[config.mk]
export PLATFORM = sky130hd
export DESIGN_NAME = lru_page_pool_with_pinning_core_flat
export DESIGN_NICKNAME = d
export VERILOG_FILES = /design/src/sv/lpp_pkg.sv /design/src/sv/lpp_if.sv /design/src/sv/lpp_cell.sv /design/src/sv/lpp_ctrl.sv /design/src/sv/lru_page_pool_with_pinning_core.sv /design/src/flat_wrapper.sv
export SDC_FILE = /design/constraint.sdc
export NUM_CORES = 1
export LEC_CHECK = 0
export BUFFER_PORTS_ARGS = -buffer_cell sky130_fd_sc_hd__buf_2
export CELL_PAD_IN_SITES_DETAIL_PLACEMENT = 0
export CELL_PAD_IN_SITES_GLOBAL_PLACEMENT = 2
export CORE_ASPECT_RATIO = 0.9
export CORE_UTILIZATION = 46
export CTS_CLUSTER_SIZE = 25
export DETAILED_ROUTE_END_ITERATION = 6
export PLACE_DENSITY = 0.85
export SLEW_MARGIN = 30
export SYNTH_ARGS = -nofsm -noshare
export SYNTH_HDL_FRONTEND = slang
export SYNTH_SLANG_ARGS = --single-unit
[constraint.sdc]
create_clock -name clk -period 7.6 [get_ports clk]
set_clock_uncertainty 0.15 [all_clocks]
set_input_delay 0.38 -clock clk [delete_from_list [all_inputs] [get_ports clk]]
set_output_delay 0.38 -clock clk [all_outputs]
set_load 0.02 [all_outputs]
[src/sv/lpp_pkg.sv]
// Package for the LRU page pool with pinning.
// Holds the request and status codes, the cell entry, command and flag types,
// and the controller state type. It depends on nothing else.
package lpp_pkg;

  localparam logic [1:0] FUNC_NEW = 2'd0;
  localparam logic [1:0] FUNC_GET = 2'd1;
  localparam logic [1:0] FUNC_REL = 2'd2;

  localparam logic [1:0] STS_OK       = 2'd0;
  localparam logic [1:0] STS_BAD_ID   = 2'd1;
  localparam logic [1:0] STS_UNPINNED = 2'd2;
  localparam logic [1:0] STS_NO_FRAME = 2'd3;

  localparam logic [4:0] CAP_FLOOR = 5'd2;

  typedef enum logic [2:0] {
    OP_NONE,
    OP_PUSH,
    OP_EVICT_PUSH,
    OP_MOVE,
    OP_UNPIN
  } op_t;

  typedef enum logic [1:0] {
    ST_IDLE,
    ST_LOOK,
    ST_APPLY
  } state_t;

  typedef struct packed {
    logic [7:0] id;
    logic       valid;
    logic       pin;
  } entry_t;

  typedef struct packed {
    op_t        op;
    logic [7:0] key;
    logic [7:0] id;
  } cmd_t;

  typedef struct packed {
    logic       any_hit;
    logic       hit_pin;
    logic       any_free;
    logic [7:0] victim_id;
  } summary_t;

endpackage

[src/sv/lpp_if.sv]
// Channel interfaces for the LRU page pool: request words in, response words out.
// Each carries valid, ready and its payload. Depends on nothing else.
interface lpp_req_if;
  logic       valid;
  logic       ready;
  logic [1:0] func;
  logic [7:0] page_id;

  modport source (output valid, func, page_id, input ready);
  modport sink (input valid, func, page_id, output ready);
endinterface

interface lpp_rsp_if;
  logic       valid;
  logic       ready;
  logic [1:0] status;
  logic [7:0] assigned_page;
  logic       load_needed;
  logic       evict_valid;
  logic [7:0] evicted_page;
  logic [4:0] capacity_now;

  modport source (output valid, status, assigned_page, load_needed, evict_valid,
                  evicted_page, capacity_now, input ready);
  modport sink (input valid, status, assigned_page, load_needed, evict_valid,
                evicted_page, capacity_now, output ready);
endinterface

[src/sv/lpp_cell.sv]
// One slot of the recency chain: a page id, a valid bit and a pin bit.
// Uses lpp_pkg; shifts in from its front neighbor under the controller's command.
module lpp_cell (
  input  logic            clk,
  input  logic            rst,
  input  lpp_pkg::cmd_t   cmd,
  input  lpp_pkg::entry_t left,
  output lpp_pkg::entry_t ent,
  input  logic            hit_before_in,
  output logic            hit_before_out,
  input  logic            free_after_in,
  output logic            free_after_out,
  output logic            hit,
  output logic            victim
);
  import lpp_pkg::*;

  logic free;
  logic take_left;

  assign hit            = ent.valid && (ent.id == cmd.key);
  assign free           = ent.valid && !ent.pin;
  assign hit_before_out = hit_before_in | hit;
  assign free_after_out = free_after_in | free;
  assign victim         = free && !free_after_in;

  always_comb begin
    case (cmd.op)
      OP_PUSH:       take_left = 1'b1;
      OP_EVICT_PUSH: take_left = free_after_in | free;
      OP_MOVE:       take_left = !hit_before_in;
      default:       take_left = 1'b0;
    endcase
  end

  always_ff @(posedge clk) begin
    if (rst) begin
      ent.valid <= 1'b0;
      ent.pin   <= 1'b0;
    end else if (take_left) begin
      ent <= left;
    end else if (cmd.op == OP_UNPIN && hit) begin
      ent.pin <= 1'b0;
    end
  end

endmodule

[src/sv/lpp_ctrl.sv]
// Request sequencer for the LRU page pool: id counter, residency count, capacity,
// decision logic and the response register. Uses lpp_pkg and the channel interfaces.
module lpp_ctrl #(
  parameter int CAP_TOP  = 16,
  parameter int ID_LIMIT = 256
) (
  input  logic              clk,
  input  logic              rst,
  input  logic              cfg_we,
  input  logic [4:0]        cfg_wdata,
  lpp_req_if.sink           req,
  lpp_rsp_if.source         rsp,
  input  lpp_pkg::summary_t sum,
  output lpp_pkg::cmd_t     cmd
);
  import lpp_pkg::*;

  localparam logic [4:0] CapTop  = 5'(CAP_TOP);
  localparam logic [8:0] IdLimit = 9'(ID_LIMIT);

  state_t     state, state_next;
  logic [1:0] func;
  logic [7:0] pid;
  logic [8:0] next_id;
  logic [4:0] count;
  logic [4:0] capacity;
  op_t        op_r;
  logic [7:0] new_id_r;
  logic [1:0] res_status;
  logic [7:0] res_assigned;
  logic       res_load;
  logic       res_ev;
  logic [7:0] res_ev_page;
  logic       out_free;
  logic       apply;

  logic [5:0] grown_raw;
  logic [4:0] grown;
  logic       room_ok;
  logic       room_inc;
  logic       room_ev;
  op_t        room_op;
  logic [4:0] room_cap;

  op_t        d_op;
  logic [1:0] d_status;
  logic [7:0] d_assigned;
  logic       d_load;
  logic       d_ev;
  logic [7:0] d_ev_page;
  logic [4:0] d_cap;
  logic [4:0] d_count;
  logic [8:0] d_next_id;
  logic [7:0] d_new_id;
  logic       id_ok;
  logic [4:0] cfg_cap;

  assign out_free = !rsp.valid || rsp.ready;

  always_comb begin
    state_next = state;
    case (state)
      ST_IDLE:  if (req.valid) state_next = ST_LOOK;
      ST_LOOK:  state_next = ST_APPLY;
      ST_APPLY: if (out_free) state_next = ST_IDLE;
      default:  state_next = ST_IDLE;
    endcase
  end

  always_comb begin
    req.ready = (state == ST_IDLE);
    apply     = (state == ST_APPLY) && out_free;
    cmd.op    = apply ? op_r : OP_NONE;
    cmd.key   = pid;
    cmd.id    = new_id_r;
  end

  always_comb begin
    if (cfg_wdata < CAP_FLOOR) begin
      cfg_cap = CAP_FLOOR;
    end else if (cfg_wdata > CapTop) begin
      cfg_cap = CapTop;
    end else begin
      cfg_cap = cfg_wdata;
    end
  end

  always_comb begin
    grown_raw = {1'b0, capacity} + {2'b00, capacity[4:1]};
    grown     = (grown_raw > {1'b0, CapTop}) ? CapTop : grown_raw[4:0];
    room_ok   = 1'b0;
    room_inc  = 1'b0;
    room_ev   = 1'b0;
    room_op   = OP_NONE;
    room_cap  = capacity;
    if (count < capacity) begin
      room_ok  = 1'b1;
      room_inc = 1'b1;
      room_op  = OP_PUSH;
    end else if (sum.any_free) begin
      room_ok = 1'b1;
      room_ev = 1'b1;
      room_op = OP_EVICT_PUSH;
    end else if (capacity < CapTop) begin
      room_cap = grown;
      if (count < grown) begin
        room_ok  = 1'b1;
        room_inc = 1'b1;
        room_op  = OP_PUSH;
      end
    end
  end

  always_comb begin
    id_ok      = {1'b0, pid} < next_id;
    d_op       = OP_NONE;
    d_status   = STS_OK;
    d_assigned = pid;
    d_load     = 1'b0;
    d_ev       = 1'b0;
    d_ev_page  = 8'd0;
    d_cap      = capacity;
    d_count    = count;
    d_next_id  = next_id;
    d_new_id   = pid;
    case (func)
      FUNC_NEW: begin
        if (next_id >= IdLimit) begin
          d_status = STS_BAD_ID;
        end else begin
          d_cap = room_cap;
          if (!room_ok) begin
            d_status = STS_NO_FRAME;
          end else begin
            d_op       = room_op;
            d_assigned = next_id[7:0];
            d_new_id   = next_id[7:0];
            d_ev       = room_ev;
            d_ev_page  = room_ev ? sum.victim_id : 8'd0;
            d_count    = count + {4'd0, room_inc};
            d_next_id  = next_id + 9'd1;
          end
        end
      end
      FUNC_GET: begin
        if (!id_ok) begin
          d_status = STS_BAD_ID;
        end else if (sum.any_hit) begin
          d_op = OP_MOVE;
        end else begin
          d_cap = room_cap;
          if (!room_ok) begin
            d_status = STS_NO_FRAME;
          end else begin
            d_op      = room_op;
            d_load    = 1'b1;
            d_ev      = room_ev;
            d_ev_page = room_ev ? sum.victim_id : 8'd0;
            d_count   = count + {4'd0, room_inc};
          end
        end
      end
      FUNC_REL: begin
        if (!id_ok) begin
          d_status = STS_BAD_ID;
        end else if (!sum.hit_pin) begin
          d_status = STS_UNPINNED;
        end else begin
          d_op = OP_UNPIN;
        end
      end
      default: d_status = STS_BAD_ID;
    endcase
  end

  always_ff @(posedge clk) begin
    if (rst) begin
      state     <= ST_IDLE;
      next_id   <= 9'd0;
      count     <= 5'd0;
      capacity  <= CAP_FLOOR;
      op_r      <= OP_NONE;
      rsp.valid <= 1'b0;
    end else begin
      state <= state_next;
      if (state == ST_LOOK) begin
        op_r         <= d_op;
        new_id_r     <= d_new_id;
        res_status   <= d_status;
        res_assigned <= d_assigned;
        res_load     <= d_load;
        res_ev       <= d_ev;
        res_ev_page  <= d_ev_page;
        capacity     <= d_cap;
        count        <= d_count;
        next_id      <= d_next_id;
      end
      if (cfg_we) begin
        capacity <= cfg_cap;
      end
      if (apply) begin
        rsp.valid <= 1'b1;
      end else if (rsp.ready) begin
        rsp.valid <= 1'b0;
      end
    end
  end

  always_ff @(posedge clk) begin
    if (req.valid && req.ready) begin
      func <= req.func;
      pid  <= req.page_id;
    end
    if (apply) begin
      rsp.status        <= res_status;
      rsp.assigned_page <= res_assigned;
      rsp.load_needed   <= res_load;
      rsp.evict_valid   <= res_ev;
      rsp.evicted_page  <= res_ev_page;
      rsp.capacity_now  <= capacity;
    end
  end

endmodule

[src/sv/lru_page_pool_with_pinning_core.sv]
// LRU page pool with pinning: a row of recency cells, front at cell 0, driven by
// a request sequencer. Uses lpp_pkg, the channel interfaces, lpp_cell and lpp_ctrl.
//
// Each request word is accepted, the cells are searched for the page and the eldest
// unpinned page in the LOOK state, and the row, or its front up to the hit or victim
// cell, shifts or unpins in the APPLY state; a new word is accepted in the cycle after
// that. The response word sits in an output register, so the next request is accepted
// while it waits; only the update step holds when the previous response has not been
// taken. The row has min(FRAMES,16) cells, since capacity never exceeds sixteen. Pin and
// residency flags live in the cells, as only resident pages can be pinned.
module lru_page_pool_with_pinning_core #(
  parameter int MAX_PAGES = 256,
  parameter int FRAMES    = 16
) (
  input  logic       clk,
  input  logic       rst,
  input  logic       cfg_we,
  input  logic [4:0] cfg_wdata,
  lpp_req_if.sink    req,
  lpp_rsp_if.source  rsp
);
  import lpp_pkg::*;

  localparam int Cells   = (FRAMES < 16) ? FRAMES : 16;
  localparam int IdLimit = (MAX_PAGES < 256) ? MAX_PAGES : 256;

  cmd_t           cmd;
  summary_t       sum;
  entry_t         head;
  entry_t         ents [Cells];
  logic [Cells:0] hit_chain;
  logic [Cells:0] free_chain;
  logic [Cells-1:0] hits;
  logic [Cells-1:0] victims;

  assign head          = '{id: cmd.id, valid: 1'b1, pin: 1'b1};
  assign hit_chain[0]  = 1'b0;
  assign free_chain[Cells] = 1'b0;

  for (genvar i = 0; i < Cells; i++) begin : g_cell
    lpp_cell u_cell (
      .clk            (clk),
      .rst            (rst),
      .cmd            (cmd),
      .left           ((i == 0) ? head : ents[(i == 0) ? 0 : i - 1]),
      .ent            (ents[i]),
      .hit_before_in  (hit_chain[i]),
      .hit_before_out (hit_chain[i+1]),
      .free_after_in  (free_chain[i+1]),
      .free_after_out (free_chain[i]),
      .hit            (hits[i]),
      .victim         (victims[i])
    );
  end

  always_comb begin
    sum.any_hit   = hit_chain[Cells];
    sum.any_free  = free_chain[0];
    sum.hit_pin   = 1'b0;
    sum.victim_id = 8'd0;
    for (int i = 0; i < Cells; i++) begin
      sum.hit_pin   = sum.hit_pin | (hits[i] & ents[i].pin);
      sum.victim_id = sum.victim_id | (victims[i] ? ents[i].id : 8'd0);
    end
  end

  lpp_ctrl #(
    .CAP_TOP  (Cells),
    .ID_LIMIT (IdLimit)
  ) u_ctrl (
    .clk       (clk),
    .rst       (rst),
    .cfg_we    (cfg_we),
    .cfg_wdata (cfg_wdata),
    .req       (req),
    .rsp       (rsp),
    .sum       (sum),
    .cmd       (cmd)
  );

endmodule

[src/flat_wrapper.sv]
// flat-port wrapper written by rule: the top's interface ports become plain ports
module lru_page_pool_with_pinning_core_flat import lpp_pkg::*;
#(
  parameter int MAX_PAGES = 256,
  parameter int FRAMES    = 16
)
  (clk, rst, cfg_we, cfg_wdata, req_valid, req_func, req_page_id, req_ready, rsp_valid, rsp_status, rsp_assigned_page, rsp_load_needed, rsp_evict_valid, rsp_evicted_page, rsp_capacity_now, rsp_ready);
  lpp_req_if req_i ();
  lpp_rsp_if rsp_i ();
  input  logic clk;
  input  logic rst;
  input  logic cfg_we;
  input  logic [4:0] cfg_wdata;
  input wire logic [$bits(req_i.valid)-1:0] req_valid;
  input wire logic [$bits(req_i.func)-1:0] req_func;
  input wire logic [$bits(req_i.page_id)-1:0] req_page_id;
  output wire logic [$bits(req_i.ready)-1:0] req_ready;
  output wire logic [$bits(rsp_i.valid)-1:0] rsp_valid;
  output wire logic [$bits(rsp_i.status)-1:0] rsp_status;
  output wire logic [$bits(rsp_i.assigned_page)-1:0] rsp_assigned_page;
  output wire logic [$bits(rsp_i.load_needed)-1:0] rsp_load_needed;
  output wire logic [$bits(rsp_i.evict_valid)-1:0] rsp_evict_valid;
  output wire logic [$bits(rsp_i.evicted_page)-1:0] rsp_evicted_page;
  output wire logic [$bits(rsp_i.capacity_now)-1:0] rsp_capacity_now;
  input wire logic [$bits(rsp_i.ready)-1:0] rsp_ready;
  assign req_i.valid = req_valid;
  assign req_i.func = req_func;
  assign req_i.page_id = req_page_id;
  assign req_ready = req_i.ready;
  assign rsp_valid = rsp_i.valid;
  assign rsp_status = rsp_i.status;
  assign rsp_assigned_page = rsp_i.assigned_page;
  assign rsp_load_needed = rsp_i.load_needed;
  assign rsp_evict_valid = rsp_i.evict_valid;
  assign rsp_evicted_page = rsp_i.evicted_page;
  assign rsp_capacity_now = rsp_i.capacity_now;
  assign rsp_i.ready = rsp_ready;
  lru_page_pool_with_pinning_core #(.MAX_PAGES(MAX_PAGES), .FRAMES(FRAMES)) u_core (.clk(clk), .rst(rst), .cfg_we(cfg_we), .cfg_wdata(cfg_wdata), .req(req_i), .rsp(rsp_i));
endmodule
After elaboration in Yosys (flattened, before gate mapping):

Index checks and enable logic that the tools add are counted.

* input bits: 20
* flip-flop bits (word level): 240
* logic and storage cells: 476
* output and inout bits: 27

* mux-type cells: 128
* $add $sub $neg: 3
* bitwise operators: 80
* $lt $le $gt $ge: 8
* equal/unequal tests: 32
* reductions and logical operators: 158

Operator list (count)
* 2-to-1 mux 8 bit: 24
* equality test 8 bit: 16
* bitwise OR 8 bit: 15
* 2-to-1 mux 5 bit: 15
* logical AND 1 bit: 65
* 2-to-1 mux 1 bit: 49
* zero test 1 bit: 47
* bitwise OR 1 bit: 45
* case mux 1 bit (3 select lines): 15
* nonzero test 2 bit: 19
* AND reduction 2 bit: 18
* 2-to-1 mux 3 bit: 7
* 2-to-1 mux 2 bit: 10
* case mux 5 bit (2 select lines): 2
* AND 1 bit: 16
* case mux 8 bit (2 select lines): 1
* case mux 2 bit (3 select lines): 2
* < comparator 5 bit: 2
* != test 2 bit (second input constant): 5
* AND reduction 5 bit: 2
* adder 9 x 1 -> 9 bit (second input constant): 1
* >= comparator 9 bit (second input constant): 1
* < comparator 8 x 9 -> 1 bit: 1
* != test 3 bit (second input constant): 3
* 20 further kinds: 28

Longest topological paths before layout:

Gate-level depths: netlist (run 1).

* word-level depth: 39
* mapped depth: 19
* depth with buffers taken out: 17

Hierarchy:

A second synthesis (run 1) with hierarchy kept.

* cells, all modules: 1086
* area, all modules: 12579.6 µm²

Modules (own cells, without submodules)
* lpp_cell: instances 16, area each 483.0 µm², cells each 41, seq. area each 280.3 µm²
* lpp_ctrl: instances 1, area each 4001.3 µm², cells each 331, seq. area each 2152.1 µm²
* lru_page_pool_with_pinning_core: instances 1, area each 850.8 µm², cells each 99, seq. area each 0.0 µm²

Least setup slack after synthesis (run 1):

No wires, ideal clock.

* path kind: flip-flop to flip-flop
* from: register u_core.u_ctrl.capacity[1]
* to: register u_core.u_ctrl.next_id[7]
* stages on the path, launching flop included: 17
* library setup time: 0.070 ns
* path buffers: 0
* arrival: 4.079 ns
* data required time: 7.380 ns
* path slack: 3.300 ns
* clock period less this slack: 4.300 ns
* cells stage by stage: dfxtp_1 -> ha_1 -> inv_1 -> fa_1 -> xnor2_1 -> nor3b_1 -> o21ai_0 -> a21oi_1 -> nand2_1 -> ha_1 -> a21o_1 -> a211o_1 -> or4_4 -> a211oi_4 -> nand3_2 -> or4_1 -> a21oi_1

* longest elaborated chain between the ends: 9
* elaborated cells on any way between the ends: 11
* classes of those cells: add/sub (1); order compare (4); mux (5); reduce/logical (1)

Ends and longest elaborated chain
* from (decl): line lpp_ctrl.sv:26 `logic [4:0] capacity;`
* from (signal assigned): line lpp_ctrl.sv:194 `capacity <= d_cap;`
* from (signal assigned): line lpp_ctrl.sv:199 `capacity <= cfg_cap;`
* adder 5 x 4 -> 6 bit: line lpp_ctrl.sv:89 `grown_raw = {1'b0, capacity} + {2'b00, capacity[4:1]};`
* greater-than comparator 6 x 5 -> 1 bit: line lpp_ctrl.sv:90 `grown = (grown_raw > {1'b0, CapTop}) ? CapTop : grown_raw[4:0];`
* 2-to-1 mux 5 bit: line lpp_ctrl.sv:90
* < comparator 5 bit: line lpp_ctrl.sv:106 `if (count < grown) begin`
* 2-to-1 mux 1 bit: line lpp_ctrl.sv:106
* 2-to-1 mux 1 bit: line lpp_ctrl.sv:104 `end else if (capacity < CapTop) begin`
* 2-to-1 mux 1 bit: line lpp_ctrl.sv:100 `end else if (sum.any_free) begin`
* 2-to-1 mux 1 bit *: line lpp_ctrl.sv:96 `if (count < capacity) begin`
* AND reduction 4 bit (no line) *
* to (signal assigned): line lpp_ctrl.sv:196 `next_id <= d_next_id;`
* to (decl): line lpp_ctrl.sv:24 `logic [8:0] next_id;`

Every way passes the cells marked *; elsewhere a longest branch is shown, timed or not.
A chain may end at the register's enable or synchronous reset.

Final worst setup path (run 1):

* from: register u_core.u_ctrl.capacity[1]
* to: register u_core.u_ctrl.next_id[5]

The elaborated chain is that of the path after synthesis.

==> results.txt, run 1 <==
----------------------------------------------------
[Clocking]
  CTS Root Buffer Type ... clkbuf_16
  Number of setup buffers added after CTS ... 0
  Maximum number of buffers from clock root to sink ... 3
  Cells resized by post-CTS repair ... 0
  Count of hold buffers inserted by post-cts repair ... 10
  Clock latency reported for the late side of the worst-skew pair ... about 0.53 ns
  Clk pin slew, worst setup/hold paths ... 0.06 ns
  Number of H-tree levels ... 1
  Number of clock buffers inserted by TritonCTS ... 26
  Clock tree from TritonCTS ... done
  Sink Count ... 240

[Critical path]
  Highest cell delay on the worst timing path ... around 0.48 ns
  Crit path cell chain ... ha_1, inv_1, fa_1, nand2b_1, a21oi_2, xnor2_1, a21oi_1, nand2_1, ha_1, a21o_1, a211o_1, or4_4, a211oi_4, nand3_2, or4_1, a21oi_1
  Endpoint kind of the worst setup timing path ... register
  Endpoint arrival time on the critical path ... slightly above 5 ns
  Startpoint type of the worst setup path ... register
  CP max-delay cell ... a211oi_4
  Worst path required time ... between 7 and 8 ns
  Largest delay share family, worst path ... compound AO/OA/AOI/OAI gates
  Bufs and invs on worst path ... 1
  Type of the worst setup path ... reg2reg
  Biggest fanout along the worst timing path ... 8

[Synth]
  Top cells by area, synth ... edfxtp_1, xnor2_1, dfxtp_1, ha_1, nand2_1
  Synthesized cell area ... around 12000 um2
  Gate count of the mapped netlist ... ~1100
  Post-synth EDFFs ... ~180
  Yosys warns ... 0
  Commonest register cell after synthesis ... edfxtp_1
  Number of distinct standard cells referenced by the synthesized netlist ... a little under 70
  Area share of the largest cell type after synthesis ... roughly 46%
  Sequential share of the synthesized area ... a little under three fifths
  Cell type contributing the most total cell area after synthesis ... edfxtp_1
  Most common cell in the synthesized netlist ... edfxtp_1
  Number of storage elements in the synthesis netlist ... 240
  List of most frequent post-synthesis cells ... edfxtp_1, xnor2_1, nand2_1, nor2_1, dfxtp_1
  Share of flip-flops with an asynchronous set or reset after synthesis ... 0%
  Net Count, Synth ... roughly 1100
  Average size of a mapped cell ... about 11 um2

[STA]
  Unrepaired setup endpoints after global routing ... false
  Max-slew violation total from the final report ... 0
  Final count of negative-setup-slack endpoints ... 0
  Actual transition at the worst max-transition pin ... ~0.87 ns
  Min Tclk post-route ... ~4.7 ns
  Number of hold violations in the final report ... 0
  Share of the clock period used by the worst path ... between 60% and 70%
  Relative slew slack ... between 40% and 50%
  Aggregate negative setup slack ... 0 ns
  Peak Freq ... 0.2108 GHz

[Layout]
  Number of non-filler instances in the completed layout ... ~1500
  Layout net count ... about 1200
  Layout cell share with drive strength beyond 1 ... between 10% and 20%
  Area growth from synthesis to layout ... 12.95%
  Antenna cell count ... 0

[Routing]
  1st-pass router iterations ... 6
  Routed via count ... between 8000 and 9000
  Remaining antenna violation count after routing ... 0
  Drt total wl ... a little over 30 mm
  DRT iter0 DRCs ... approximately 750
  Number of remaining DRC errors ... 0
  Vias/cell ... 5.670
  Routed wire per std cell ... about 21 um

[Place]
  Final GP Congestion ... between 0.8 and 0.9
  Placed Instances ... between 1000 and 1500
  Number of buffers inserted by port buffering ... 46
  DP HPWL ... 22.19 mm

[Status]
  Run status ... finished clean

[Power and ir drop]
  Power density over cell area ... approximately 220 nW/um2
  Cell leakage power ... roughly 4.7 nW
  Worst VDD drop ... ~0.00015 V

[Global routing]
  Wire length of the first global-routing pass ... between 40 and 50 mm
  Vias in the first global route ... just over 8000
  Antenna violations before repair ... 0
  Maximum number of pins on one net before global-route repair ... 80
  Aggregate global routing overflow ... 0
  Total global routing track utilization ... between 20% and 30%

[Floorplanning]
  Core area ... 25320 um2
  X dimension of the die ... roughly 170 um
  Die extent in y ... around 150 um
  Standard-cell rows ... between 50 and 60
  Die area ... about 27000 um2
  Effective utilization at floorplan ... between 40% and 50%
  Number of top-level pins ... 47

[Flow run]
  Max_cap viols ... 0

[Hold path]
  Worst hold path class ... in2reg

----------------------------------------------------
final cells by class:
| class | count | area, um2 |
|---|---|---|
| multi-input combinational | 721 | 4908 |
| fill | 2259 | 11840 |
| clock inverter | 14 | 118.9 |
| inverter | 50 | 187.7 |
| tap | 342 | 427.9 |
| sequential | 240 | 6636 |
| clock buffer | 34 | 769.5 |
| timing repair buffer | 70 | 435.4 |
metrics by stage:
step | total power, W | instance area (um2) | util [%] | setup WS, ns | hold WS, ns
after global routing | 0.003020 | 13480 | 53.25 | 2.465 | 0.1175
after detailed placement | 0.001646 | 12500 | 49.34 | 2.899 | 0.2545
final | 0.002923 | 13480 | 53.25 | 2.857 | 0.1164
after CTS | 0.002948 | 13480 | 53.25 | 2.875 | 0.08782
after floorplan | 0.001600 | 11940 | - | 3.300 | 0.2503
after global placement | 0.001645 | 12490 | 49.31 | 2.955 | 0.2510
flip-flops by register name, indices dropped and copies added, names as in the netlist:
| register | count |
|---|---|
| u_core.u_ctrl.func | 2 |
| u_core.u_ctrl.rsp.capacity_now | 5 |
| u_core.u_ctrl.res_ev | 1 |
| u_core.u_ctrl.rsp.evicted_page | 8 |
| u_core.u_ctrl.res_assigned | 8 |
| u_core.u_ctrl.capacity | 5 |
| u_core.u_ctrl.rsp.valid | 1 |
| u_core.u_ctrl.next_id | 9 |
| u_core.u_ctrl.res_ev_page | 8 |
| u_core.g_cell.u_cell.ent | 160 |
| u_core.u_ctrl.state | 2 |
| u_core.u_ctrl.rsp.evict_valid | 1 |
| u_core.u_ctrl.rsp.load_needed | 1 |
| u_core.u_ctrl.rsp.status | 2 |
| u_core.u_ctrl.count | 5 |
| u_core.u_ctrl.res_status | 2 |
| u_core.u_ctrl.pid | 8 |
| u_core.u_ctrl.res_load | 1 |
| u_core.u_ctrl.op_r | 3 |
| u_core.u_ctrl.rsp.assigned_page | 8 |
cell families after synthesis:
kind of cell / Yosys count / share of synthesized area, %
AND/OR/NAND/NOR: 340 / 14.75
flip-flops: 240 / 55.59
AO/OA/AOI/OAI: 194 / 11.31
XOR/XNOR: 137 / 10.05
buffers and inverters: 92 / 3.480
adder cells (fa/ha/maj): 26 / 2.788
multiplexers: 24 / 2.033
final timing paths:
kind | cells past startpoint | start | end | slack [ns]
worst max register to register | 16 | u_core.u_ctrl.capacity[1]$_SDFFE_PP1P_ | u_core.u_ctrl.next_id[5]$_SDFFE_PP0P_ | 2.86
worst max-delay path | 16 | u_core.u_ctrl.capacity[1]$_SDFFE_PP1P_ | u_core.u_ctrl.next_id[5]$_SDFFE_PP0P_ | 2.86
worst min-delay path | 3 | cfg_wdata[4] | u_core.u_ctrl.capacity[2]$_SDFFE_PP0P_ | 0.12
worst min register to register | 0 | u_core.u_ctrl.res_ev_page[0]$_DFFE_PP_ | u_core.u_ctrl.rsp.evicted_page[0]$_DFFE_PP_ | 0.27
report_power, final:
| part | internal [W] | switching, W | total [W] |
|---|---|---|---|
| sequential | 0.00142 | 0.0000116 | 0.00143 |
| clock | 0.000780 | 0.000522 | 0.00130 |
| combinational | 0.0000800 | 0.000115 | 0.000195 |
| total | 0.00227 | 0.000648 | 0.00292 |
per-layer routing:
layer  GRT usage [%]  wire, um  vias up  part of all wire (%)
met5               0         0        -                     0
met4           5.352       635        0                   2.1
met3           3.403      1750       34                   5.7
met2           36.07     13430      255                    44
met1           35.68     14880     4087                    48
li1                -         -     3965                     -
worst register-to-register path, cell delays in order (launching register included):
cell      delay (ns)
dfxtp_1         0.40
ha_1            0.19
inv_1           0.06
fa_1            0.44
nand2b_1        0.17
a21oi_2         0.14
xnor2_1         0.13
a21oi_1         0.28
nand2_1         0.13
ha_1            0.33
a21o_1          0.18
a211o_1         0.32
or4_4           0.46
a211oi_4        0.48
nand3_2         0.16
or4_1           0.49
a21oi_1         0.15
cells in the final DEF, fill, tap and decap left out, types with 4 or more instances in the layout:
| master | count |
|---|---|
| xnor2_1 | 135 |
| a21oi_1 | 43 |
| or3_1 | 7 |
| nand3b_1 | 8 |
| clkbuf_16 | 30 |
| a31oi_1 | 20 |
| clkinv_1 | 7 |
| a221oi_1 | 17 |
| ha_1 | 25 |
| mux2i_1 | 22 |
| nand2_1 | 79 |
| nor2b_1 | 15 |
| nand3_1 | 37 |
| o221ai_1 | 7 |
| nand2b_1 | 39 |
| dfxtp_1 | 57 |
| buf_2 | 46 |
| nor4_1 | 4 |
| buf_4 | 14 |
| nand4_1 | 23 |
| edfxtp_1 | 183 |
| dlygate4sd3_1 | 10 |
| o31ai_1 | 5 |
| o21ai_0 | 35 |
| inv_1 | 50 |
| nor3_1 | 25 |
| a21o_1 | 4 |
| nor2_1 | 71 |
| a211o_1 | 6 |
| a222oi_1 | 7 |
| or2_2 | 7 |
| a22oi_1 | 18 |
(Power assumes the default switching activity.)
==> inputs of run 2 (changes only) <==
--- a/config.mk
+++ b/config.mk
@@ -9,10 +9,10 @@
 export CELL_PAD_IN_SITES_DETAIL_PLACEMENT = 0
 export CELL_PAD_IN_SITES_GLOBAL_PLACEMENT = 2
 export CORE_ASPECT_RATIO = 0.9
-export CORE_UTILIZATION = 46
+export CORE_UTILIZATION = 42
 export CTS_CLUSTER_SIZE = 25
 export DETAILED_ROUTE_END_ITERATION = 6
-export PLACE_DENSITY = 0.85
+export PLACE_DENSITY = 0.78
 export SLEW_MARGIN = 30
 export SYNTH_ARGS = -nofsm -noshare
 export SYNTH_HDL_FRONTEND = slang
==> constraint.sdc (replaced) <==
create_clock -name clk -period 4.8 [get_ports clk]
set_clock_uncertainty 0.15 [all_clocks]
set_input_delay 0.24 -clock clk [delete_from_list [all_inputs] [get_ports clk]]
set_output_delay 0.24 -clock clk [all_outputs]
set_load 0.02 [all_outputs]
==> results.txt, run 2 (synthesis gave the netlist of run 1 again) <==
----------------------------------------------------
[Routing]
  Top layer used by detailed routing ... met4
  Routed via count ... 8370
  Vias/cell ... approximately 5.5
  Wire length on met3 ... roughly 1.4 mm
  DRT iter0 DRCs ... roughly 740
  1st-pass router iterations ... 6
  Routed length on met1 ... roughly 16 mm
  Number of remaining DRC errors ... 0
  Routed wire per std cell ... a little over 20 um
  Remaining antenna violation count after routing ... 0
  Drt total wl ... between 30 and 40 mm
  Total length of routed met2 wires ... 13.61 mm

[Critical path]
  Crit path cell chain ... ha_1, inv_1, fa_1, xnor2_1, nor3b_1, o21ai_0, a21oi_2, nand2_1, ha_1, a21o_1, a211o_1, or4_4, a211oi_4, nand3_2, or4_1, a21oi_1
  Largest delay share family, worst path ... simple AND/OR/NAND/NOR gates
  Worst R2R Setup Slack ... between 0.3 and 0.4 ns
  Worst path required time ... 5.11 ns
  Most frequent CP cell ... ha_1
  Endpoint arrival time on the critical path ... about 4.8 ns
  FF-to-FF path depth ... 16
  Critical register-to-register path startpoint ... u_core.u_ctrl.capacity[1]$_SDFFE_PP1P_
  CP max-delay cell ... or4_1
  Endpoint kind of the worst setup timing path ... register
  Bufs and invs on worst path ... 1
  Capture point of the worst reg-to-reg path ... u_core.u_ctrl.next_id[5]$_SDFFE_PP0P_
  Biggest fanout along the worst timing path ... 5
  Startpoint type of the worst setup path ... register
  Highest cell delay on the worst timing path ... between 0.4 and 0.5 ns
  Type of the worst setup path ... reg2reg

[Layout]
  Antenna cell count ... 0
  Combined flip-flop and latch cell area ... 6636 um2
  Flip-flop count of the largest register after layout ... 160
  Most common cell after layout, fill and taps aside ... edfxtp_1
  Biggest regs ... u_core.g_cell.u_cell.ent (160), u_core.u_ctrl.next_id (9)
  Layout net count ... around 1200
  Most frequent cells in the layout ... edfxtp_1, xnor2_1, nand2_1
  Register with the most flip-flops ... u_core.g_cell.u_cell.ent
  Layout cell share with drive strength beyond 1 ... about an eighth
  Area taken by multi-input logic gates ... a little under 5000 um2
  Area growth from synthesis to layout ... 14.44%
  Number of filler cells placed in the layout ... between 2000 and 3000
  Number of non-filler instances in the completed layout ... between 1500 and 2000

[Flow run]
  Max_cap viols ... 0

[Clocking]
  Number of clock buffers inserted by TritonCTS ... 27
  Number of H-tree levels ... 1
  Clk pin slew, worst setup/hold paths ... around 0.060 ns
  Number of setup buffers added after CTS ... 0
  Clock latency reported for the late side of the worst-skew pair ... between 0.5 and 0.6 ns
  Clock tree from TritonCTS ... done
  Maximum number of buffers from clock root to sink ... 3
  Sink Count ... 240
  CTS Root Buffer Type ... clkbuf_16

[Floorplanning]
  Number of top-level pins ... 47
  Die area ... slightly below 30000 um2
  X dimension of the die ... roughly 180 um
  Effective utilization at floorplan ... approximately 43%
  Core area ... 27940 um2
  Die extent in y ... about 160 um
  Standard-cell rows ... 58

[STA]
  Actual transition at the worst max-transition pin ... 0.9857 ns
  Aggregate negative setup slack ... 0 ns
  Min Tclk post-route ... 4.479 ns
  Worst hold slack ... around 0.042 ns
  Relative slew slack ... 34.29%
  Share of the clock period used by the worst path ... between 90% and 100%
  Max-slew violation total from the final report ... 0
  Peak Freq ... approximately 0.22 GHz
  Final count of negative-setup-slack endpoints ... 0
  Unrepaired setup endpoints after global routing ... false
  Number of hold violations in the final report ... 0
  Setup slack after layout ... 0.3205 ns

[Hold path]
  Worst min-delay path endpoint ... u_core.u_ctrl.capacity[3]$_SDFFE_PP0P_
  Worst hold path class ... in2reg
  Source of the worst hold timing path ... cfg_wdata[3]
  Hold depth ... 4

[Status]
  Run status ... finished clean

[Global routing]
  Vias in the first global route ... roughly 8100
  Maximum number of pins on one net before global-route repair ... 37
  Total global routing track utilization ... 21.69%
  Aggregate global routing overflow ... 0
  Antenna violations before repair ... 0
  Wire length of the first global-routing pass ... around 49 mm

[Place]
  DP HPWL ... 23.16 mm
  Final GP Congestion ... between 0.8 and 0.9
  Post-Place Worst Slack ... roughly 0.16 ns
  Placed Instances ... approximately 1500
  Number of buffers inserted by port buffering ... 46

[Power and ir drop]
  Cell leakage power ... roughly 4.7 nW
  Power density over cell area ... roughly 340 nW/um2
  Worst VDD drop ... roughly 0.00026 V
  Total power draw ... 0.004603 W

----------------------------------------------------
run 2: changes by cell type in the layout (fill, tap and decap cells not counted), sizes merged:
cell         before  now
bufinv            2    3
clkinv           12    7
inv              50   51
clkinvlp          0    6
buf              60   80
dlygate4sd3      10   13
clkbuf           34   31
run 2: stage by stage:
| step | cell area, um2 | util (%) |
|---|---|---|
| 4_1_cts | 13650 | 48.87 |
| 2_1_floorplan | 11940 | - |
| 3_3_place_gp | 12660 | 45.32 |
| 6_report | 13660 | 48.90 |
| 3_5_place_dp | 12660 | 45.32 |
| 5_1_grt | 13660 | 48.90 |
run 2: worst max-delay path by stage:
stage	from	to	cells after the start	slack (ns)
global placement	u_core.u_ctrl.capacity[1]$_SDFFE_PP1P_	u_core.u_ctrl.res_assigned[3]$_DFFE_PP_	16	0.22
floorplan	u_core.u_ctrl.capacity[1]$_SDFFE_PP1P_	u_core.u_ctrl.next_id[7]$_SDFFE_PP0P_	16	0.50
finish	u_core.u_ctrl.capacity[1]$_SDFFE_PP1P_	u_core.u_ctrl.next_id[5]$_SDFFE_PP0P_	16	0.32
detailed placement	u_core.u_ctrl.capacity[1]$_SDFFE_PP1P_	u_core.u_ctrl.res_assigned[6]$_DFFE_PP_	16	0.16
CTS	u_core.u_ctrl.capacity[1]$_SDFFE_PP1P_	u_core.u_ctrl.res_assigned[6]$_DFFE_PP_	16	0.13
global route	u_core.u_ctrl.capacity[1]$_SDFFE_PP1P_	u_core.u_ctrl.next_id[5]$_SDFFE_PP0P_	16	0.03
run 2: layer usage:
layer  vias to the layer above  GRT usage (%)
li1                       4021              -
met1                      4100          32.68
met2                       212          33.29
met3                        37          2.735
met4                         0          4.663
met5                         -              0
run 2: final cells by class:
cell class | instances | share of cell area [%]
clock buffers | 31 | 5.055
clock inverters | 17 | 1.255
inverters | 50 | 1.374
multi-input cells | 721 | 35.94
flip-flops and latches | 240 | 48.58
well taps | 360 | 3.297
repair buffers | 93 | 4.506
run 2: what timing repair did:
action | in CTS | in global routing
endpoints found under the hold margin | 19 | 0
gates resized for setup | 0 | 2
hold buffers | 13 | 0
setup endpoints to repair | 0 | 11
run 2: power by group:
group / switching (W) / internal, W / total [W]
logic: 0.000165 / 0.000132 / 0.000297
clock network: 0.000838 / 0.00119 / 0.00203
registers: 0.0000372 / 0.00224 / 0.00228
total: 0.00104 / 0.00356 / 0.00460
run 2: worst min-delay path, cell delays in order:
cell     delay (ns)
buf_2          0.11
nand2_1        0.08
o221a_2        0.20
nor3_1         0.04
==> inputs of run 3 (changes only) <==
--- a/config.mk
+++ b/config.mk
@@ -8,7 +8,8 @@
 export BUFFER_PORTS_ARGS = -buffer_cell sky130_fd_sc_hd__buf_2
 export CELL_PAD_IN_SITES_DETAIL_PLACEMENT = 0
 export CELL_PAD_IN_SITES_GLOBAL_PLACEMENT = 2
-export CORE_ASPECT_RATIO = 0.9
+export CORE_ASPECT_RATIO = 0.8
+export CORE_MARGIN = 8
 export CORE_UTILIZATION = 42
 export CTS_CLUSTER_SIZE = 25
 export DETAILED_ROUTE_END_ITERATION = 6
==> results.txt, run 3 (synthesis gave the netlist of run 1 again) <==
----------------------------------------------------
[Status]
  Run status ... finished clean

[Floorplanning]
  Die area ... roughly 34000 um2
  Number of top-level pins ... 47
  X dimension of the die ... 204.5 um
  Core area ... 28150 um2
  Die extent in y ... 166.8 um
  Standard-cell rows ... 55
  Effective utilization at floorplan ... between 40% and 50%

[Place]
  DP Area ... approximately 13000 um2
  Final GP Congestion ... just over 0.8
  DP HPWL ... between 20 and 25 mm
  Number of buffers inserted by port buffering ... 46

[Routing]
  Routed wire per std cell ... ~21 um
  1st-pass router iterations ... 7
  DRT iter0 DRCs ... slightly above 800
  Remaining antenna violation count after routing ... 0
  Vias/cell ... approximately 5.5
  Drt total wl ... 32.36 mm
  Number of remaining DRC errors ... 0
  Routed via count ... 8437

[Critical path]
  Endpoint arrival time on the critical path ... roughly 4.8 ns
  Crit path cell chain ... ha_1, inv_1, fa_1, nand2b_1, a21oi_2, xnor2_1, a21oi_2, nand2_1, ha_1, a21o_1, a211o_1, or4_4, a211oi_4, nand3_2, or4_1, a21oi_1
  Bufs and invs on worst path ... 1
  Startpoint of the most critical setup path ... u_core.u_ctrl.capacity[1]$_SDFFE_PP1P_
  Startpoint type of the worst setup path ... register
  Worst R2R Setup Slack ... 0.31 ns
  Worst path required time ... between 5 and 6 ns
  Largest delay share family, worst path ... compound AO/OA/AOI/OAI gates
  Highest cell delay on the worst timing path ... ~0.49 ns
  Critical register-to-register path startpoint ... u_core.u_ctrl.capacity[1]$_SDFFE_PP1P_
  Endpoint kind of the worst setup timing path ... register
  CP max-delay cell ... or4_1
  Type of the worst setup path ... reg2reg
  Biggest fanout along the worst timing path ... 5

[Flow run]
  Max_cap viols ... 0

[Layout]
  Antenna cell count ... 0
  Number of filler cells placed in the layout ... roughly 2600
  Biggest regs ... u_core.g_cell.u_cell.ent (160), u_core.u_ctrl.next_id (9)
  Layout net count ... approximately 1200
  Register with the most flip-flops ... u_core.g_cell.u_cell.ent
  Most frequent cells in the layout ... edfxtp_1, xnor2_1, nand2_1
  Flip-flop count of the largest register after layout ... 160
  Most common cell after layout, fill and taps aside ... edfxtp_1
  Final std cell area, no fill ... 13720 um2
  Share of the core filled with cells in the final layout ... just under 50%
  Layout cell share with drive strength beyond 1 ... roughly 14%
  Area growth from synthesis to layout ... 14.90%

[STA]
  Actual transition at the worst max-transition pin ... between 0.9 and 1 ns
  Relative slew slack ... 34.26%
  Min Tclk post-route ... around 4.5 ns
  Worst hold slack ... 0.05801 ns
  Aggregate negative setup slack ... 0 ns
  Max-slew violation total from the final report ... 0
  Peak Freq ... 0.2225 GHz
  Final count of negative-setup-slack endpoints ... 0
  Share of the clock period used by the worst path ... ~94%
  Number of hold violations in the final report ... 0

[Global routing]
  Maximum number of pins on one net before global-route repair ... between 40 and 50
  Aggregate global routing overflow ... 0
  Wire length of the first global-routing pass ... 50.26 mm
  Total global routing track utilization ... around a fifth
  Antenna violations before repair ... 0
  Vias in the first global route ... ~8000

[Clocking]
  CTS Root Buffer Type ... clkbuf_16
  Clock tree from TritonCTS ... done
  Sink Count ... 240
  Number of clock buffers inserted by TritonCTS ... 26
  Number of H-tree levels ... 1
  Maximum number of buffers from clock root to sink ... 3
  Clock latency reported for the late side of the worst-skew pair ... approximately 0.54 ns
  Clk pin slew, worst setup/hold paths ... roughly 0.060 ns

[Power and ir drop]
  Worst VDD drop ... ~0.00026 V
  Total power draw ... roughly 0.0046 W
  Power density over cell area ... about 330 nW/um2
  Cell leakage power ... roughly 4.8 nW

[Hold path]
  Worst hold path class ... in2reg
  Source of the worst hold timing path ... cfg_we

----------------------------------------------------
[run 3: repair_timing]
| action | 4_1_cts | 5_1_grt |
|---|---|---|
| gates resized for setup | 0 | 5 |
| setup endpoints to repair | 0 | 15 |
| setup buffers | 0 | 1 |
| endpoints found under the hold margin | 13 | 0 |
| hold buffers | 13 | 0 |
[run 3: power breakdown]
| group | total [W] | leakage [nW] | switching (W) | internal, W |
|---|---|---|---|---|
| registers | 0.00228 | 2.12 | 0.0000408 | 0.00224 |
| clock network | 0.00198 | 0.396 | 0.000841 | 0.00114 |
| logic | 0.000305 | 2.26 | 0.000167 | 0.000137 |
| total | 0.00457 | 4.78 | 0.00105 | 0.00352 |
[run 3: worst reg2reg max path, stage by stage (launching register included)]
cell      delay (ns)
dfxtp_2         0.37
ha_1            0.17
inv_1           0.06
fa_1            0.45
nand2b_1        0.17
a21oi_2         0.13
xnor2_1         0.14
a21oi_2         0.23
nand2_1         0.11
ha_1            0.32
a21o_1          0.19
a211o_1         0.33
or4_4           0.46
a211oi_4        0.35
nand3_2         0.14
or4_1           0.49
a21oi_1         0.15
[run 3: metrics by stage]
step / instances / worst slack (ns)
2_1_floorplan: 1053 / 0.5002
3_3_place_gp: 1465 / 0.2770
3_5_place_dp: 1467 / 0.1992
4_1_cts: 1528 / 0.1709
5_1_grt: 1529 / -0.02923
6_report: 1529 / 0.3059
[run 3: layer usage]
metal | GRT usage [%] | share of wire (%) | routed length (um) | up-vias
met1 | 29.96 | 51 | 16500 | 4087
li1 | - | - | - | 4038
met3 | 2.792 | 6.9 | 2230 | 28
met4 | 3.220 | 1.3 | 430 | 0
met5 | 0 | 0 | 0 | -
met2 | 26.25 | 41 | 13210 | 284
[run 3: cell type report]
| type | instances | area (um2) | share of cell area (%) |
|---|---|---|---|
| sequential | 240 | 6639 | 48.40 |
| multi-input combinational | 721 | 4915 | 35.83 |
| clock buffer | 37 | 711.9 | 5.190 |
| timing repair buffer | 100 | 679.4 | 4.953 |
| tap | 370 | 462.9 | 3.375 |
| inverter | 50 | 187.7 | 1.368 |
| clock inverter | 11 | 121.4 | 0.8848 |
[run 3: path summary, 6_finish.rpt]
kind / endpoint / cells past startpoint
min: u_core.u_ctrl.capacity[4]$_SDFFE_PP0P_ / 4
max: u_core.u_ctrl.next_id[7]$_SDFFE_PP0P_ / 16
min reg2reg: u_core.u_ctrl.rsp.evicted_page[5]$_DFFE_PP_ / 0
max reg2reg: u_core.u_ctrl.next_id[7]$_SDFFE_PP0P_ / 16
